$ cat config.mk
export PLATFORM = sky130hd
export DESIGN_NAME = scalc_div
export DESIGN_NICKNAME = d
export VERILOG_FILES = /design/src/sv/assert_macros.svh /design/src/sv/scalc_pkg.sv /design/src/sv/scalc_div.sv
export SDC_FILE = /design/constraint.sdc
export NUM_CORES = 1
export LEC_CHECK = 0
export ABC_CLOCK_PERIOD_IN_PS = 5600
export BUFFER_PORTS_ARGS = -buffer_cell sky130_fd_sc_hd__buf_2
export CORE_MARGIN = 2
export CORE_UTILIZATION = 30
export CTS_CLUSTER_SIZE = 28
export DETAILED_ROUTE_END_ITERATION = 16
export GPL_ROUTABILITY_DRIVEN = 0
export GPL_TIMING_DRIVEN = 0
export PLACE_DENSITY_LB_ADDON = 0.15
export SYNTH_ARGS = -nofsm -noshare
export SYNTH_HDL_FRONTEND = slang
export SYNTH_SLANG_ARGS = --single-unit
$ cat constraint.sdc
create_clock -name i_clk -period 5.6 [get_ports i_clk]
set_clock_uncertainty 0.1 [all_clocks]
set_input_delay 1.12 -clock i_clk [delete_from_list [all_inputs] [get_ports i_clk]]
set_output_delay 1.12 -clock i_clk [all_outputs]
set_load 0.005 [all_outputs]
$ cat src/sv/assert_macros.svh
`ifndef ASSERT_MACROS_SVH
`define ASSERT_MACROS_SVH

// Checks a condition at every clock edge outside reset.
`define ASSERT_ALWAYS(name, clk, rst_n, cond, msg) \
    name: assert property (@(posedge clk) disable iff (!rst_n) (cond)) else $error(msg);

// Checks that the antecedent implies the consequent in the same cycle.
`define ASSERT_IMPLIES(name, clk, rst_n, ante, cons, msg) \
    name: assert property (@(posedge clk) disable iff (!rst_n) (ante) |-> (cons)) else $error(msg);

`endif

$ cat src/sv/scalc_pkg.sv
package scalc_pkg;

    localparam int DEPTH = 1024;
    localparam int AW    = $clog2(DEPTH);
    localparam int CW    = $clog2(DEPTH + 1);
    localparam int DW    = 32;
    localparam int OPW   = 3;
    localparam int PW    = 10;
    localparam int STW   = 3;
    localparam int SDW   = 11;

    typedef enum logic [OPW-1:0] {
        OP_PUSH,
        OP_POP,
        OP_PEEK_TOP,
        OP_PEEK_BOT,
        OP_ADD,
        OP_SUB,
        OP_MUL,
        OP_DIV
    } t_opcode;

    typedef enum logic [STW-1:0] {
        ST_OK,
        ST_EMPTY,
        ST_RANGE,
        ST_FEW,
        ST_DIVZ,
        ST_FULL
    } t_status;

endpackage

$ cat src/sv/scalc_div.sv
module scalc_div (
    input  logic                        i_clk,
    input  logic                        i_rst_n,
    input  logic                        i_start,
    input  logic [scalc_pkg::DW-1:0]    i_num,
    input  logic [scalc_pkg::DW-1:0]    i_den,
    output logic                        o_done,
    output logic [scalc_pkg::DW-1:0]    o_quo
);

    localparam int DW = scalc_pkg::DW;
    localparam int NW = $clog2(DW);

    logic            r_busy;
    logic            r_done;
    logic [NW-1:0]   r_cnt;
    logic [DW-1:0]   r_rem;
    logic [DW-1:0]   r_q;
    logic [DW-1:0]   r_den;
    logic            r_neg;

    logic [DW:0]     w_trial;
    logic            w_fit;
    logic [DW:0]     w_diff;

    assign w_trial = {r_rem, r_q[DW-1]};
    assign w_fit   = (w_trial >= {1'b0, r_den});
    assign w_diff  = w_trial - {1'b0, r_den};

    always_ff @(posedge i_clk) begin
        if (!i_rst_n) begin
            r_busy <= 1'b0;
            r_done <= 1'b0;
            r_cnt  <= '0;
        end else begin
            r_done <= 1'b0;
            if (i_start) begin
                r_busy <= 1'b1;
                r_cnt  <= '0;
                r_rem  <= '0;
                r_q    <= i_num[DW-1] ? (~i_num + DW'(1)) : i_num;
                r_den  <= i_den[DW-1] ? (~i_den + DW'(1)) : i_den;
                r_neg  <= i_num[DW-1] ^ i_den[DW-1];
            end else if (r_busy) begin
                r_rem <= w_fit ? w_diff[DW-1:0] : w_trial[DW-1:0];
                r_q   <= {r_q[DW-2:0], w_fit};
                r_cnt <= r_cnt + NW'(1);
                if (r_cnt == NW'(DW - 1)) begin
                    r_busy <= 1'b0;
                    r_done <= 1'b1;
                end
            end
        end
    end

    // Floor rounding: with differing signs and a nonzero remainder the
    // truncated quotient moves one further down, which is the complement.
    always_comb begin
        if (!r_neg) begin
            o_quo = r_q;
        end else if (r_rem != '0) begin
            o_quo = ~r_q;
        end else begin
            o_quo = ~r_q + DW'(1);
        end
    end

    assign o_done = r_done;

endmodule

==> impl_results.md <==
- Dominant cell type by area after synthesis: edfxtp_1
- Netlist cell types: 69
- Post-Route M1 WL: 11000 um
- YS warnings: 0
- Leak pwr: 3.66 nW
- Max_slew headroom: 46.1%
- I/O pins: 100
- Clk_lat worst skew: 0.36 ns
- Clk buf depth: 2
- Setup TNS: 0 ns
- Setup bufs post-CTS: 0
- Status: finished, final reports clean
- Pwr Density: 269 nW/um^2
- Clk slew on worst S/H paths: 0.08 ns
- Vias: 6735
- Min Tclk post-route: 5.01 ns
- DP Cell Count: 1303
- Max Slew Vio Count: 0
- Post-synth EDFFs: 97
- CTS tree: done
- Final setup violation count: 0
- Layout cells sized above 1: 14.9%
- First-pass GRT wire length: 35600 um
- Cells after Synth: 869
- PostCTS Resize Cnt: 0
- Diodes inserted: 0
- HP Class: register to register
- Starting DRT DRC Count: 392
- RSZ-0062 raised after global routing: false
- Sequential area share after synthesis: 37.9%
- PortBufs: 98
- Max_cap viols: 0
- Fin. Hold Viols: 0
- Vias in the first global route: 6608
- Fin nets: 1084
- Yosys top cell area share: 36.1%
- DRT Pass-1 Iters: 5
- Placed cell area: 9010 um^2
- DR WL/cell: 17.0 um
- Die Y: 168 um
- Met2 Wirelength: 10000 um
- Die W: 168 um
- Syn Nets: 974
- Final WL: 22400 um
- Most frequent cells after synthesis: 97 x edfxtp_1, 97 x nor2_1, 81 x xnor2_1
- Num CTS Buffers: 9
- CP required: 4.38 ns
- Top sig layer: met4
- Std-Cell Rows: 59
- F_max: 0.200 GHz
- Synth top area cells: edfxtp_1 36%, xnor2_1 8.8%, ha_1 5.7%
- Worst Path Class, Setup: register to output pin
- Core footprint: 26200 um^2
- Post-layout instance area: 9300 um^2
- Clk sinks: 104
- H-tree Lvls: 3
- Register bit total from synthesis: 104
- Wire length on met3: 1090 um
- Average vias per placed instance: 5.11
- Syn avg cell area: 9.28 um^2
- # hold bufs at CTS: 0
- Primary FF master, synth: edfxtp_1
- Root buf cell: clkbuf_16
- Final period util: 89.4%
- Crit start category: register
- Area of the die: 28200 um^2
- Mapped cell area: 8060 um^2
- Peak supply drop: 0.113 mV
- Worst Max-Slew Pin Slew: 0.808 ns
- P&R area growth vs syn: 15.4%
- Async set-reset flop share out of synthesis: 0%
- Final Power: 0.00250 W
- Layout fillers: 2726
- Number of antenna-violating nets in the routed design: 0
- Crit path DAT: 3.79 ns
- Largest net degree at the start of global routing: 49
- Max FO, Critical Path: 7
- GRT Util Overall: 15.9%
- DRC: 0
- Initial Util: 30.8%
- Total gr overflow: 0
- Crit end category: output pin
- Post-Layout Cell Count: 1319
- Initial antenna violation count: 0
- Post-DP HPWL: 17500 um
report_power, final:
group,switching (W),total (W),leakage (nW),internal [W]
logic,0.000481,0.000837,2.54,0.000356
clock network,0.000309,0.000662,0.141,0.000352
registers,0.0000587,0.00100,0.980,0.000942
worst max-delay path: stages (launching register included):
cell	delay [ns]
edfxtp_1	0.46
nor4_1	0.54
nand4_1	0.20
or2_1	0.25
clkbuf_1	0.18
nor2_1	0.14
nor4b_2	0.38
nand2_1	0.28
or2_2	0.35
o31ai_1	0.27
xnor2_1	0.21
buf_2	0.17
kinds of logic after synthesis:
group,synth area share (%)
compound gates,17.7
xor+xnor,13.0
flops,37.9
fa+ha+maj,5.99
buf+inv,4.21
simple gates,17.4
mux,3.73
per-stage QoR:
stage          setup slack, ns  hold slack [ns]  util (%)
2_1_floorplan             1.84            0.367         -
3_3_place_gp             0.967            0.384      34.2
3_5_place_dp             0.987            0.393      34.4
4_1_cts                  0.580            0.423      35.5
5_1_grt                  0.325            0.447      35.5
6_report                 0.595            0.414      35.5
area by class of cell:
cell class                 count  area [um^2]  area share (%)
tap                          335          419            4.51
sequential                   104         3050            32.8
multi-input combinational    678         4680            50.3
timing repair buffer          99          518            5.57
inverter                      51          191            2.06
buffer                        36          148            1.59
clock inverter                 5         63.8           0.686
clock buffer                  11          233            2.50
cells in the final DEF (no fill, tap or decap), types with 4 or more instances in the layout:
master	synthesis	layout
o21ai_1	5	5
a31oi_1	5	5
dfxtp_1	7	7
nor3_1	12	12
o21ai_0	44	44
nand3_1	18	18
nor4_1	13	13
clkbuf_1	29	31
a21oi_1	62	62
inv_1	51	51
o41ai_1	8	8
o41ai_2	4	4
nand2_1	55	55
a21o_1	17	17
or3_4	4	4
o31ai_1	26	26
xor2_1	39	39
or3_1	12	12
and3_1	9	9
a211oi_1	9	9
mux2i_1	30	30
nand3b_1	4	4
nor2_1	97	97
or4_1	9	9
clkbuf_16	0	9
buf_2	1	99
o31ai_2	5	5
edfxtp_1	97	97
xnor2_1	81	81
ha_1	37	37
nand4_1	10	10
nor2b_1	7	7
nand2b_1	7	7
metal layers:
metal / global-route usage [%] / vias up
li1: - / 3406
met5: 0 / -
met4: 3.74 / 0
met2: 25.3 / 193
met3: 2.35 / 20
met1: 22.8 / 3116
final timing paths:
kind	from	to	cells past startpoint	slack, ns
setup / recovery	r_rem[7]$_SDFFCE_PP0P_	o_quo[31]	11	0.59
hold / removal	r_cnt[4]$_SDFFE_PP0P_	r_cnt[4]$_SDFFE_PP0P_	2	0.41
setup reg to reg	r_den[1]$_DFFE_PP_	r_rem[22]$_SDFFCE_PP0P_	13	1.67
hold reg to reg	r_cnt[4]$_SDFFE_PP0P_	r_cnt[4]$_SDFFE_PP0P_	2	0.41
flip-flops by register name, summed over array words and instances, names as in the netlist:
| name | flops |
|---|---|
| r_busy | 1 |
| r_neg | 1 |
| r_rem | 32 |
| o_done | 1 |
| r_cnt | 5 |
| r_q | 32 |
| r_den | 32 |
No activity file was read; power rests on OpenSTA's default activity.
